### src/rtl/max_min_fair_rate_allocator_macros.svh
// ----------------------------------------------------------------------------
// Max-min fair rate allocator assertion macros
// Concurrent assertion shorthands clocked on clk_i and gated by rst_ni.
// ----------------------------------------------------------------------------
`ifndef MAX_MIN_FAIR_RATE_ALLOCATOR_MACROS_SVH
`define MAX_MIN_FAIR_RATE_ALLOCATOR_MACROS_SVH

// consequent must hold in the same cycle as the antecedent
`define MMFRA_ASSERT_SAME(lbl, ante, cons, msg) \
  lbl: assert property (@(posedge clk_i) disable iff (!rst_ni) (ante) |-> (cons)) \
    else $error(msg);

// consequent must hold in the cycle after the antecedent
`define MMFRA_ASSERT_NEXT(lbl, ante, cons, msg) \
  lbl: assert property (@(posedge clk_i) disable iff (!rst_ni) (ante) |=> (cons)) \
    else $error(msg);

`endif

### src/rtl/mmfra_pkg.sv
// ----------------------------------------------------------------------------
// Max-min fair rate allocator package
// Fixed field widths, stream packing and register map constants.
// ----------------------------------------------------------------------------
package mmfra_pkg;

  // field widths of the stream items
  localparam int SLOT_W      = 4;
  localparam int RATE_W      = 40;
  localparam int IN_TDATA_W  = 48;
  localparam int OUT_TDATA_W = 48;
  localparam int OUT_PAD_W   = OUT_TDATA_W - SLOT_W - RATE_W;

  // input tdata bit positions
  localparam int IN_USE_BIT   = SLOT_W;
  localparam int IN_GRANT_LSB = SLOT_W + 1;
  localparam int IN_ELIG_BIT  = IN_GRANT_LSB + RATE_W;
  localparam int IN_REP_BIT   = IN_ELIG_BIT + 1;
  localparam int IN_FRESH_BIT = IN_REP_BIT + 1;

  // register port
  localparam int APB_DATA_W = 64;
  localparam int APB_ADDR_W = 4;
  localparam int REG_IDX_W  = 1;
  localparam logic [REG_IDX_W-1:0] REG_LINK_CAP = 1'b0;

  localparam logic [63:0] LINK_CAP_RESET = 64'd100000000000;

endpackage

### src/rtl/mmfra_div.sv
// ----------------------------------------------------------------------------
// Iterative restoring divider
// Divides a wide dividend by a narrow nonzero divisor, one quotient bit per
// cycle; done_o pulses for one cycle with the quotient on quot_o.
// ----------------------------------------------------------------------------
module mmfra_div #(
  parameter int DIVIDEND_W = 40,
  parameter int DIVISOR_W  = 5
) (
  input  logic                  clk_i,
  input  logic                  rst_ni,
  input  logic                  start_i,
  input  logic [DIVIDEND_W-1:0] dividend_i,
  input  logic [DIVISOR_W-1:0]  divisor_i,
  output logic                  done_o,
  output logic [DIVIDEND_W-1:0] quot_o
);

  localparam int STEP_W = $clog2(DIVIDEND_W + 1);

  logic                  busy_q, busy_d;
  logic                  done_q, done_d;
  logic [STEP_W-1:0]     step_q, step_d;
  logic [DIVISOR_W-1:0]  rem_q, rem_d;
  logic [DIVISOR_W-1:0]  dvs_q, dvs_d;
  logic [DIVIDEND_W-1:0] quo_q, quo_d;
  logic [DIVISOR_W:0]    trial;
  logic [DIVISOR_W:0]    trial_sub;
  logic                  fits;

  // one restoring step
  assign trial     = {rem_q, quo_q[DIVIDEND_W-1]};
  assign trial_sub = trial - {1'b0, dvs_q};
  assign fits      = trial >= {1'b0, dvs_q};

  always_comb begin
    busy_d = busy_q;
    done_d = 1'b0;
    step_d = step_q;
    rem_d  = rem_q;
    dvs_d  = dvs_q;
    quo_d  = quo_q;
    if (start_i) begin
      busy_d = 1'b1;
      step_d = STEP_W'(DIVIDEND_W);
      rem_d  = '0;
      dvs_d  = divisor_i;
      quo_d  = dividend_i;
    end else if (busy_q) begin
      rem_d  = fits ? trial_sub[DIVISOR_W-1:0] : trial[DIVISOR_W-1:0];
      quo_d  = {quo_q[DIVIDEND_W-2:0], fits};
      step_d = step_q - STEP_W'(1);
      if (step_q == STEP_W'(1)) begin
        busy_d = 1'b0;
        done_d = 1'b1;
      end
    end
  end

  // control state
  always_ff @(posedge clk_i or negedge rst_ni) begin
    if (!rst_ni) begin
      busy_q <= 1'b0;
      done_q <= 1'b0;
      step_q <= '0;
    end else begin
      busy_q <= busy_d;
      done_q <= done_d;
      step_q <= step_d;
    end
  end

  // datapath
  always_ff @(posedge clk_i) begin
    rem_q <= rem_d;
    dvs_q <= dvs_d;
    quo_q <= quo_d;
  end

  assign done_o = done_q;
  assign quot_o = quo_q;

endmodule

### src/rtl/max_min_fair_rate_allocator.sv
// ----------------------------------------------------------------------------
// Max-min fair rate allocator
// Flow slot table with progressive filling of link capacity over the active
// slots; every update reports the effective rate of all slots in order.
// ----------------------------------------------------------------------------
// channel   | direction | contents
// s_axis    | in        | one slot rewrite per transfer
// m_axis    | out       | FLOW_SLOTS rate reports per input, tlast on the final slot
// apb       | config    | link_capacity at byte address 0
//
// each input runs up to FLOW_SLOTS rounds of divide and slot walk
// s_axis_tready is high only between inputs
// reset clears the slot table flags and loads the default link capacity
// output stalls hold the report walk; the last report may still wait while
// the next input is taken
// ----------------------------------------------------------------------------
`include "max_min_fair_rate_allocator_macros.svh"

module max_min_fair_rate_allocator #(
  parameter int FLOW_SLOTS = 16,
  parameter int RATE_BITS  = 40
) (
  input  logic                                clk_i,
  input  logic                                rst_ni,
  // slave stream: [3:0] flow_slot, [4] slot_in_use, [44:5] grant_rate,
  // [45] eligible flag, [46] repair_pending, [47] fresh_payload_left
  input  logic                                s_axis_tvalid,
  output logic                                s_axis_tready,
  input  logic [mmfra_pkg::IN_TDATA_W-1:0]    s_axis_tdata,
  // master stream: [3:0] out_slot, [43:4] effective_rate, [47:44] zero
  output logic                                m_axis_tvalid,
  input  logic                                m_axis_tready,
  output logic [mmfra_pkg::OUT_TDATA_W-1:0]   m_axis_tdata,
  output logic                                m_axis_tlast,
  // register port
  input  logic                                psel,
  input  logic                                penable,
  input  logic                                pwrite,
  input  logic [mmfra_pkg::APB_ADDR_W-1:0]    paddr,
  input  logic [mmfra_pkg::APB_DATA_W-1:0]    pwdata,
  output logic [mmfra_pkg::APB_DATA_W-1:0]    prdata,
  output logic                                pready
);

  localparam int IDX_W = (FLOW_SLOTS > 1) ? $clog2(FLOW_SLOTS) : 1;
  localparam int CNT_W = $clog2(FLOW_SLOTS + 1);

  localparam logic [2:0] S_IDLE   = 3'd0;
  localparam logic [2:0] S_INIT   = 3'd1;
  localparam logic [2:0] S_ROUND  = 3'd2;
  localparam logic [2:0] S_DIV    = 3'd3;
  localparam logic [2:0] S_SCAN   = 3'd4;
  localparam logic [2:0] S_SPREAD = 3'd5;
  localparam logic [2:0] S_REPORT = 3'd6;

  logic [2:0]            state_q, state_d;
  logic [IDX_W-1:0]      idx_q, idx_d;
  logic [CNT_W-1:0]      cnt_q, cnt_d;
  logic [RATE_BITS-1:0]  alloc_q, alloc_d;
  logic [RATE_BITS-1:0]  share_q, share_d;
  logic                  froze_q, froze_d;
  logic [RATE_BITS-1:0]  cap_q;
  logic [FLOW_SLOTS-1:0] live_q, live_d;
  logic [FLOW_SLOTS-1:0] valid_q, elig_q, rep_q, fresh_q;
  logic [RATE_BITS-1:0]  grant_q [FLOW_SLOTS];
  logic [RATE_BITS-1:0]  rate_q  [FLOW_SLOTS];

  logic                  out_valid_q;
  logic [mmfra_pkg::SLOT_W-1:0] out_slot_q;
  logic [mmfra_pkg::RATE_W-1:0] out_rate_q;
  logic                  out_last_q;

  logic                  in_fire;
  logic [mmfra_pkg::SLOT_W-1:0] in_slot;
  logic [RATE_BITS-1:0]  in_grant;
  logic                  slot_ok;
  logic [IDX_W-1:0]      wr_idx;
  logic                  idx_last;
  logic                  live_calc;
  logic                  fits_share;
  logic                  rate_we;
  logic [RATE_BITS-1:0]  rate_wdata;
  logic                  out_load;
  logic                  div_start;
  logic                  div_done;
  logic [RATE_BITS-1:0]  div_quot;
  logic                  cfg_we;
  logic                  cfg_sel;

  // input field unpacking
  assign s_axis_tready = (state_q == S_IDLE);
  assign in_fire  = s_axis_tvalid && s_axis_tready;
  assign in_slot  = s_axis_tdata[mmfra_pkg::SLOT_W-1:0];
  assign in_grant = RATE_BITS'(s_axis_tdata[mmfra_pkg::IN_GRANT_LSB +: mmfra_pkg::RATE_W]);
  assign slot_ok  = 32'(in_slot) < 32'(FLOW_SLOTS);
  assign wr_idx   = IDX_W'(in_slot);

  // per-slot views at the walk index
  assign idx_last   = (idx_q == IDX_W'(FLOW_SLOTS - 1));
  assign live_calc  = valid_q[idx_q] && elig_q[idx_q] && (fresh_q[idx_q] || rep_q[idx_q])
                      && (grant_q[idx_q] != '0);
  assign fits_share = live_q[idx_q] && (grant_q[idx_q] <= share_q);

  // filling sequencer
  always_comb begin
    state_d    = state_q;
    idx_d      = idx_q;
    cnt_d      = cnt_q;
    alloc_d    = alloc_q;
    share_d    = share_q;
    froze_d    = froze_q;
    live_d     = live_q;
    rate_we    = 1'b0;
    rate_wdata = '0;
    div_start  = 1'b0;
    out_load   = 1'b0;
    unique case (state_q)
      S_IDLE: begin
        if (in_fire) begin
          cnt_d   = '0;
          alloc_d = '0;
          idx_d   = '0;
          state_d = S_INIT;
        end
      end
      S_INIT: begin
        rate_we       = 1'b1;
        live_d[idx_q] = live_calc;
        cnt_d         = cnt_q + CNT_W'(live_calc);
        if (idx_last) begin
          idx_d   = '0;
          state_d = S_ROUND;
        end else begin
          idx_d = idx_q + IDX_W'(1);
        end
      end
      S_ROUND: begin
        if ((cnt_q == '0) || (alloc_q >= cap_q)) begin
          idx_d   = '0;
          state_d = S_REPORT;
        end else begin
          div_start = 1'b1;
          state_d   = S_DIV;
        end
      end
      S_DIV: begin
        if (div_done) begin
          share_d = div_quot;
          froze_d = 1'b0;
          idx_d   = '0;
          state_d = (div_quot == '0) ? S_REPORT : S_SCAN;
        end
      end
      S_SCAN: begin
        if (fits_share) begin
          alloc_d       = alloc_q + grant_q[idx_q];
          rate_we       = 1'b1;
          rate_wdata    = grant_q[idx_q];
          live_d[idx_q] = 1'b0;
          cnt_d         = cnt_q - CNT_W'(1);
          froze_d       = 1'b1;
        end
        if (idx_last) begin
          idx_d   = '0;
          state_d = (froze_q || fits_share) ? S_ROUND : S_SPREAD;
        end else begin
          idx_d = idx_q + IDX_W'(1);
        end
      end
      S_SPREAD: begin
        if (live_q[idx_q]) begin
          rate_we    = 1'b1;
          rate_wdata = share_q;
        end
        if (idx_last) begin
          idx_d   = '0;
          state_d = S_REPORT;
        end else begin
          idx_d = idx_q + IDX_W'(1);
        end
      end
      S_REPORT: begin
        if (!out_valid_q || m_axis_tready) begin
          out_load = 1'b1;
          if (idx_last) begin
            idx_d   = '0;
            state_d = S_IDLE;
          end else begin
            idx_d = idx_q + IDX_W'(1);
          end
        end
      end
      default: begin
        state_d = S_IDLE;
      end
    endcase
  end

  // shared share divider
  mmfra_div #(
    .DIVIDEND_W (RATE_BITS),
    .DIVISOR_W  (CNT_W)
  ) u_div (
    .clk_i      (clk_i),
    .rst_ni     (rst_ni),
    .start_i    (div_start),
    .dividend_i (cap_q - alloc_q),
    .divisor_i  (cnt_q),
    .done_o     (div_done),
    .quot_o     (div_quot)
  );

  // control state and slot flags
  always_ff @(posedge clk_i or negedge rst_ni) begin
    if (!rst_ni) begin
      state_q <= S_IDLE;
      idx_q   <= '0;
      cnt_q   <= '0;
      alloc_q <= '0;
      share_q <= '0;
      froze_q <= 1'b0;
      live_q  <= '0;
      valid_q <= '0;
      elig_q  <= '0;
      rep_q   <= '0;
      fresh_q <= '0;
    end else begin
      state_q <= state_d;
      idx_q   <= idx_d;
      cnt_q   <= cnt_d;
      alloc_q <= alloc_d;
      share_q <= share_d;
      froze_q <= froze_d;
      live_q  <= live_d;
      if (in_fire && slot_ok) begin
        valid_q[wr_idx] <= s_axis_tdata[mmfra_pkg::IN_USE_BIT];
        elig_q[wr_idx]  <= s_axis_tdata[mmfra_pkg::IN_ELIG_BIT];
        rep_q[wr_idx]   <= s_axis_tdata[mmfra_pkg::IN_REP_BIT];
        fresh_q[wr_idx] <= s_axis_tdata[mmfra_pkg::IN_FRESH_BIT];
      end
    end
  end

  // grant and rate tables
  always_ff @(posedge clk_i) begin
    if (in_fire && slot_ok) begin
      grant_q[wr_idx] <= in_grant;
    end
    if (rate_we) begin
      rate_q[idx_q] <= rate_wdata;
    end
  end

  // output register
  always_ff @(posedge clk_i or negedge rst_ni) begin
    if (!rst_ni) begin
      out_valid_q <= 1'b0;
    end else if (out_load) begin
      out_valid_q <= 1'b1;
    end else if (m_axis_tready) begin
      out_valid_q <= 1'b0;
    end
  end

  always_ff @(posedge clk_i) begin
    if (out_load) begin
      out_slot_q <= mmfra_pkg::SLOT_W'(idx_q);
      out_rate_q <= mmfra_pkg::RATE_W'(rate_q[idx_q]);
      out_last_q <= idx_last;
    end
  end

  assign m_axis_tvalid = out_valid_q;
  assign m_axis_tdata  = {{mmfra_pkg::OUT_PAD_W{1'b0}}, out_rate_q, out_slot_q};
  assign m_axis_tlast  = out_last_q;

  // register port
  assign cfg_sel = (paddr[mmfra_pkg::APB_ADDR_W-1 -: mmfra_pkg::REG_IDX_W]
                    == mmfra_pkg::REG_LINK_CAP);
  assign cfg_we  = psel && penable && pwrite && cfg_sel;
  assign pready  = 1'b1;
  assign prdata  = cfg_sel ? mmfra_pkg::APB_DATA_W'(cap_q) : '0;

  always_ff @(posedge clk_i or negedge rst_ni) begin
    if (!rst_ni) begin
      cap_q <= RATE_BITS'(mmfra_pkg::LINK_CAP_RESET);
    end else if (cfg_we) begin
      cap_q <= RATE_BITS'(pwdata);
    end
  end

  // checks
  `MMFRA_ASSERT_SAME(a_cnt_bound, 1'b1, cnt_q <= CNT_W'(FLOW_SLOTS), "active count overflow")
  `MMFRA_ASSERT_SAME(a_alloc_bound, state_q != S_IDLE, alloc_q <= cap_q, "capacity overrun")
  `MMFRA_ASSERT_SAME(a_live_rate, (state_q == S_SCAN) && live_q[idx_q], rate_q[idx_q] == '0, "live slot already has a rate")
  `MMFRA_ASSERT_SAME(a_div_state, div_done, state_q == S_DIV, "divider result outside wait state")
  `MMFRA_ASSERT_NEXT(a_report_run, out_valid_q && m_axis_tready && !out_last_q, out_valid_q, "gap in report run")

endmodule
### config.mk
export PLATFORM = sky130hd
export DESIGN_NAME = max_min_fair_rate_allocator
export DESIGN_NICKNAME = d
export VERILOG_FILES = /design/src/rtl/mmfra_pkg.sv /design/src/rtl/mmfra_div.sv /design/src/rtl/max_min_fair_rate_allocator.sv
export VERILOG_INCLUDE_DIRS = /design/src /design/src/rtl
export SDC_FILE = /design/constraint.sdc
export NUM_CORES = 2
export LEC_CHECK = 0
export BUFFER_PORTS_ARGS = -buffer_cell sky130_fd_sc_hd__buf_4
export CORE_ASPECT_RATIO = 0.7
export CORE_MARGIN = 3
export CORE_UTILIZATION = 55
export DETAILED_ROUTE_END_ITERATION = 10
export HOLD_SLACK_MARGIN = 0.02
export PLACE_DENSITY = 0.76
export SYNTH_ARGS = -nofsm -noshare
export SYNTH_HDL_FRONTEND = slang
export SYNTH_HIERARCHICAL = 1
export SYNTH_SLANG_ARGS = --single-unit
### constraint.sdc
create_clock -name clk_i -period 5.2 [get_ports clk_i]
set_clock_uncertainty 0.1 [all_clocks]
set_input_delay 1.04 -clock clk_i [delete_from_list [all_inputs] [get_ports clk_i]]
set_output_delay 1.04 -clock clk_i [all_outputs]
set_load 0.05 [all_outputs]
Yosys cells after proc, flatten, opt, wreduce, memory -nomap -nowiden
Memories as Yosys holds them, arrays and structs flattened. A register that Yosys moved wholly into a read port is not among the register bits.
Index checks and enable logic that the tools add are counted.
{ "word_totals": {"in_bits": 123, "ram_bits": 1280, "reg_bits": 277, "elab_cells": 166, "mem_count": 2, "out_inout_bits": 116} }
{ "classes": {"muxes": 75, "order_cmp": 7, "n_eq_ne": 17, "n_reduce_logical": 34, "add_sub_neg": 7, "bitwise_logic": 3} }
{ "mem_list": {"columns": ["name", "depth", "width", "rd", "rd_clocked_by_memory_dff", "wr", "line_no", "rtl"], "rows": [
  ["grant_q", 16, 40, 1, 0, 1, "max_min_fair_rate_allocator.sv:65", "logic [RATE_BITS-1:0] grant_q [FLOW_SLOTS];"],
  ["rate_q", 16, 40, 1, 1, 1, "max_min_fair_rate_allocator.sv:66", "logic [RATE_BITS-1:0] rate_q [FLOW_SLOTS];"]
]} }
{ "op_table": {"columns": ["op", "n"], "rows": [
  ["40-bit two-way mux", 7],
  ["40-bit case mux with 2 select lines", 2],
  ["16-bit bitwise mux", 5],
  ["40-bit adder", 1],
  ["40-bit greater-or-equal comparator", 1],
  ["40-bit <= comparator", 1],
  ["40-bit zero test", 1],
  ["40-bit nonzero test", 1],
  ["40-bit subtractor", 1],
  ["16-bit case mux with 2 select lines", 1],
  ["1-bit two-way mux", 27],
  ["3-bit two-way mux", 9],
  ["3-bit case mux with 7 select lines", 1],
  ["1-bit binary-select mux with 4-bit select", 5],
  ["4-bit two-way mux", 5],
  ["4-bit case mux with 5 select lines", 1],
  ["16-bit AND", 1],
  ["16-bit two-way mux", 1],
  ["16-bit NOT", 1],
  ["5-bit two-way mux", 3],
  ["5-bit case mux with 3 select lines", 1],
  ["2-bit inequality test (second input constant)", 7],
  ["6-bit two-way mux", 2],
  ["1-bit logical AND", 10],
  ["31 further kinds", 48]
]} }

Logic depth before layout (Yosys ltp)
{ "depth": {"word_depth": 8, "ltp_mapped": 18, "depth_no_buf": 15} }

Modules after synthesis
The synthesis kept the hierarchy.
{ "by_module_without_submodules": {"columns": ["module", "instances", "cells_per_inst", "seq_area_each_um2", "area_each_um2"], "rows": [
  ["max_min_fair_rate_allocator", 1, 3541, 45162.1, 64908.5],
  ["mmfra_div", 1, 183, 1651.6, 2657.5]
]} }

Worst setup path before layout
OpenSTA, ideal clock, no wires.
{ "synth_path": {"path_type": "register to register", "startpoint": "register state_q[2]", "endpoint": "memory grant_q[0][0] (enable)", "t_required_ns": 4.604, "stages_incl_launch_ff": 7, "period_less_slack_ns": 5.929, "n_path_buf": 2, "setup_ns": 0.496, "arrival_ns": 5.333, "slack_ns": -0.729, "path_cell_list": "dfrtp_1 -> clkbuf_1 -> nor3_1 -> and2_1 -> clkbuf_1 -> nand2_1 -> nor3_1"} }
{ "synth_via": {"elab_chain_len": 4} }
{ "synth_rtl": {"columns": ["item", "line_no", "rtl"], "rows": [
  ["from (decl)", "max_min_fair_rate_allocator.sv:56", "logic [2:0] state_q, state_d;"],
  ["from (signal assigned)", "max_min_fair_rate_allocator.sv:228", "state_q <= state_d;"],
  ["3-bit zero test", "max_min_fair_rate_allocator.sv:91", "assign s_axis_tready = (state_q == S_IDLE);"],
  ["net s_axis_tready", "max_min_fair_rate_allocator.sv:28", "output logic s_axis_tready,"],
  ["1-bit logical AND", "max_min_fair_rate_allocator.sv:92", "assign in_fire = s_axis_tvalid && s_axis_tready;"],
  ["1-bit two-way mux", "max_min_fair_rate_allocator.sv:246", "if (in_fire && slot_ok) begin"],
  ["1-bit two-way mux (implied by the code)", "max_min_fair_rate_allocator.sv:247", "grant_q[wr_idx] <= in_grant;"],
  ["to (decl)", "max_min_fair_rate_allocator.sv:65", null]
]} }
The timed path passes the listed nets, and every way through them passes these cells.

Worst setup path after layout
{ "layout_path": {"startpoint": "register idx_q[0]", "endpoint": "memory rate_q[14][8] (enable)"} }
{ "layout_via": {"elab_chain_len": 7, "word_cells_on_any_way": 10, "classes_between": "1 x order compare; 7 x mux; 1 x reduce/logical; 1 x memory"} }
{ "layout_rtl": {"columns": ["item", "line_no", "rtl"], "rows": [
  ["from (decl)", "max_min_fair_rate_allocator.sv:57", "logic [IDX_W-1:0] idx_q, idx_d;"],
  ["from (signal assigned)", "max_min_fair_rate_allocator.sv:229", "idx_q <= idx_d;"],
  ["memory 16 x 40 bit or 1-bit binary-select mux with 4-bit select (tied branches)", null, null],
  ["40-bit <= comparator or 1-bit two-way mux (tied branches)", "max_min_fair_rate_allocator.sv:102, max_min_fair_rate_allocator.sv:171", null],
  ["1-bit logical AND", "max_min_fair_rate_allocator.sv:102", "assign fits_share = live_q[idx_q] && (grant_q[idx_q] <= share_q);"],
  ["1-bit two-way mux", "max_min_fair_rate_allocator.sv:155", "if (fits_share) begin"],
  ["1-bit case mux with 3 select lines", "max_min_fair_rate_allocator.sv:117", "unique case (state_q)"],
  ["1-bit two-way mux", "max_min_fair_rate_allocator.sv:249", "if (rate_we) begin"],
  ["1-bit two-way mux (implied by the code)", "max_min_fair_rate_allocator.sv:250", "rate_q[idx_q] <= rate_wdata;"],
  ["to (decl)", "max_min_fair_rate_allocator.sv:66", null]
]} }
Several ways; a longest one is shown, not always the timed one. The select of a mux whose other input is x is not followed.

==> flow_summary.json <==
{
  "cts_tree": "done",
  "synth-edff-count": 1370,
  "synth_top_family_by_area": "multiplexers",
  "clock.fmax_mhz": 195,
  "fp-row-count": 106,
  "synth_cell_types": 80,
  "syn_avg_cell_area_um2": 18.1,
  "p_leak_nw": 28.7,
  "holdWs_ns": 0.138,
  "seqCellArea_mm2": 0.0468,
  "drv_cap": 0,
  "synth_cells": 3724,
  "grt_pass1_wl_um": 255000,
  "cp-start-kind": "flop",
  "wl_per_cell_um": 29.6,
  "fin_crit_ns": 5.13,
  "synth_compound_area_frac": 0.0452,
  "synthArstFlopShare": 0.139,
  "synthTopCellsByArea": "edfxtp_1 (61%), mux4_2 (14%), dfrtp_1 (7.7%), mux2_2 (2.8%), ha_1 (2.5%)",
  "cts_buffers": 149,
  "vias_per_cell": 6.43,
  "arrival_ns": 5.50,
  "critical_path_class": "reg2reg",
  "ant_nets": 0,
  "boundaryPins": 239,
  "final_max_slew_viol_count": 0,
  "hpwl_um": 107000,
  "synth_area_mm2": 0.0676,
  "final_area_mm2": 0.0788,
  "htreeDepth": 4,
  "place.gp.congestion": 0.946,
  "multi_input_area_mm2": 0.0198,
  "setup_viol": 0,
  "first_pass_iters": 6,
  "ys_ff_latch": 1597,
  "post-route-period-util": 0.987,
  "place_ws_ns": -0.144,
  "grt_usage": 0.274,
  "synthXorXnorAreaFrac": 0.00907,
  "ff2ff_path_depth": 18,
  "place_area_mm2": 0.0730,
  "synth_simple_gate_area_frac": 0.0417,
  "worst_slew_pin_slew_ns": 1.06,
  "required_ns": 5.56,
  "fp.dieW_um": 425,
  "clk_latency_ns": 0.79,
  "syn_to_final_growth_pct": 16.6,
  "muxShareOfSynthArea": 0.164,
  "antenna_found_initial": 5,
  "mostFrequentLayoutCells": "edfxtp_1 (1370), mux4_2 (406), buf_4 (369)",
  "drt_iter0_drc": 5057,
  "layout-drive-gt1-share": 0.319,
  "start_util": 0.560,
  "ys_warn_count": 6,
  "path_max_fanout": 23,
  "path_clk_slew_ns": 0.06,
  "synth_ff_type": "edfxtp_1",
  "wl_um": 175000,
  "nNetsFinal": 4430,
  "hp-class": "in2async",
  "pwr_density_cell_mw_per_mm2": 505,
  "ys_seq_area_frac": 0.693,
  "clock-root-buffer": "clkbuf_16",
  "hold_viol": 0,
  "core_area_mm2": 0.121,
  "clockBufferDepth": 3,
  "peakVddDrop_v": 0.000354,
  "setup_ws_ns": 0.0662,
  "die_h_um": 299,
  "layout_commonest_cell": "edfxtp_1",
  "io_buffers": 182,
  "clkSinkCount": 1597,
  "grt-ovfl-total": 0,
  "synth_fa_ha_area_frac": 0.0260,
  "yosys.area.top_type": "edfxtp_1",
  "status": "finished, final reports clean",
  "fill_cells": 7919,
  "design.die.area_mm2": 0.127,
  "drc": 0,
  "grt_pass1_vias": 37700,
  "grt_max_degree": 82,
  "hold_buffers": 0,
  "synth_top_area_frac": 0.609,
  "endpoint_kind": "flop",
  "via_count": 38000,
  "slew_headroom": 0.292
}
-- logic make-up (layout without fill, tap and decap cells) --
logic type                 after synthesis  in the layout
buffers and inverters                  324            860
adders and majority gates              138            138
DFF                                   1597           1597
other                                    2             33
xor gates and xnor gates                70             70
and+or+nand+nor                        566            566
muxes                                  577            577
AOI/OAI and AO/OA                      450            450
-- flip-flops by register name, summed over array words and instances (netlist names), 40 cells and up --
name          flops
grant_q         640
cap_q            40
alloc_q          40
u_div/quot_o     40
rate_q          640
share_q          40
out_rate_q       40
-- synthesized netlist by cell type (all sizes together), types with 80 or more instances --
| cell type | instances |
|---|---|
| mux4 | 406 |
| nor2 | 80 |
| o21ai | 88 |
| buf | 103 |
| dfrtp | 207 |
| a21oi | 95 |
| inv | 128 |
| clkbuf | 93 |
| mux2 | 167 |
| ha | 134 |
| edfxtp | 1370 |
| nand2 | 179 |
-- worst max-delay path: stages (launching register included) --
cell      delay, ns
dfrtp_4        0.44
buf_12         0.13
buf_12         0.15
buf_12         0.16
mux4_2         0.53
mux4_2         0.61
ha_4           0.27
a21o_1         0.17
a21o_1         0.18
a21oi_1        0.18
o22ai_2        0.11
nor4bb_4       0.35
o221a_2        0.26
o21ai_2        0.08
a211oi_2       0.20
buf_4          0.16
buf_4          0.16
and3_2         0.30
buf_12         0.24
-- stage by stage --
step	utilization	TNS (ns)	power, mW	std cells
floorplan	-	0	23.6	3751
global placement	0.604	-2.51	27.6	5605
detailed placement	0.604	-56.92	27.8	5605
CTS	0.647	0	39.2	5876
global route	0.653	-16.04	41.3	5910
finish	0.653	0	39.8	5911
-- final timing paths --
check	start	to	slack, ns
setup / recovery	idx_q[0]	rate_q[14][8]	0.07
hold / removal	rst_ni	alloc_q[11]	0.14
setup reg to reg	idx_q[0]	rate_q[14][8]	0.07
max in group asynchronous	rst_ni	fresh_q[0]	3.86
min in group clk_i	valid_q[11]	valid_q[11]	0.37
hold reg to reg	valid_q[11]	valid_q[11]	0.37
-- power breakdown --
part	internal (mW)	switching (mW)
clock	6.47	4.82
combinational	5.53	7.09
sequential	15.1	0.778
total	27.1	12.7
-- timing repair --
action | 4_1_cts | 5_1_grt
setup endpoints to repair | 838 | 1146
gates cloned | 0 | 11
buffers inserted | 2 | 20
pin swaps | 1 | 10
gates resized for setup | 7 | 62
-- layout make-up --
cell class              count  share of cell area
clock buffers             195              0.0516
flip-flops and latches   1597               0.594
well taps                1620              0.0257
multi-input cells        1830               0.251
diodes                      4            0.000127
repair buffers            463              0.0586
clock inverters            74              0.0124
inverters                 128             0.00610
-- layer usage --
metal	wire, um	global-route usage
met1	71000	0.415
met2	80900	0.410
met4	4240	0.0758
met5	0	0
met3	19000	0.0565
(Power assumes the default switching activity.)
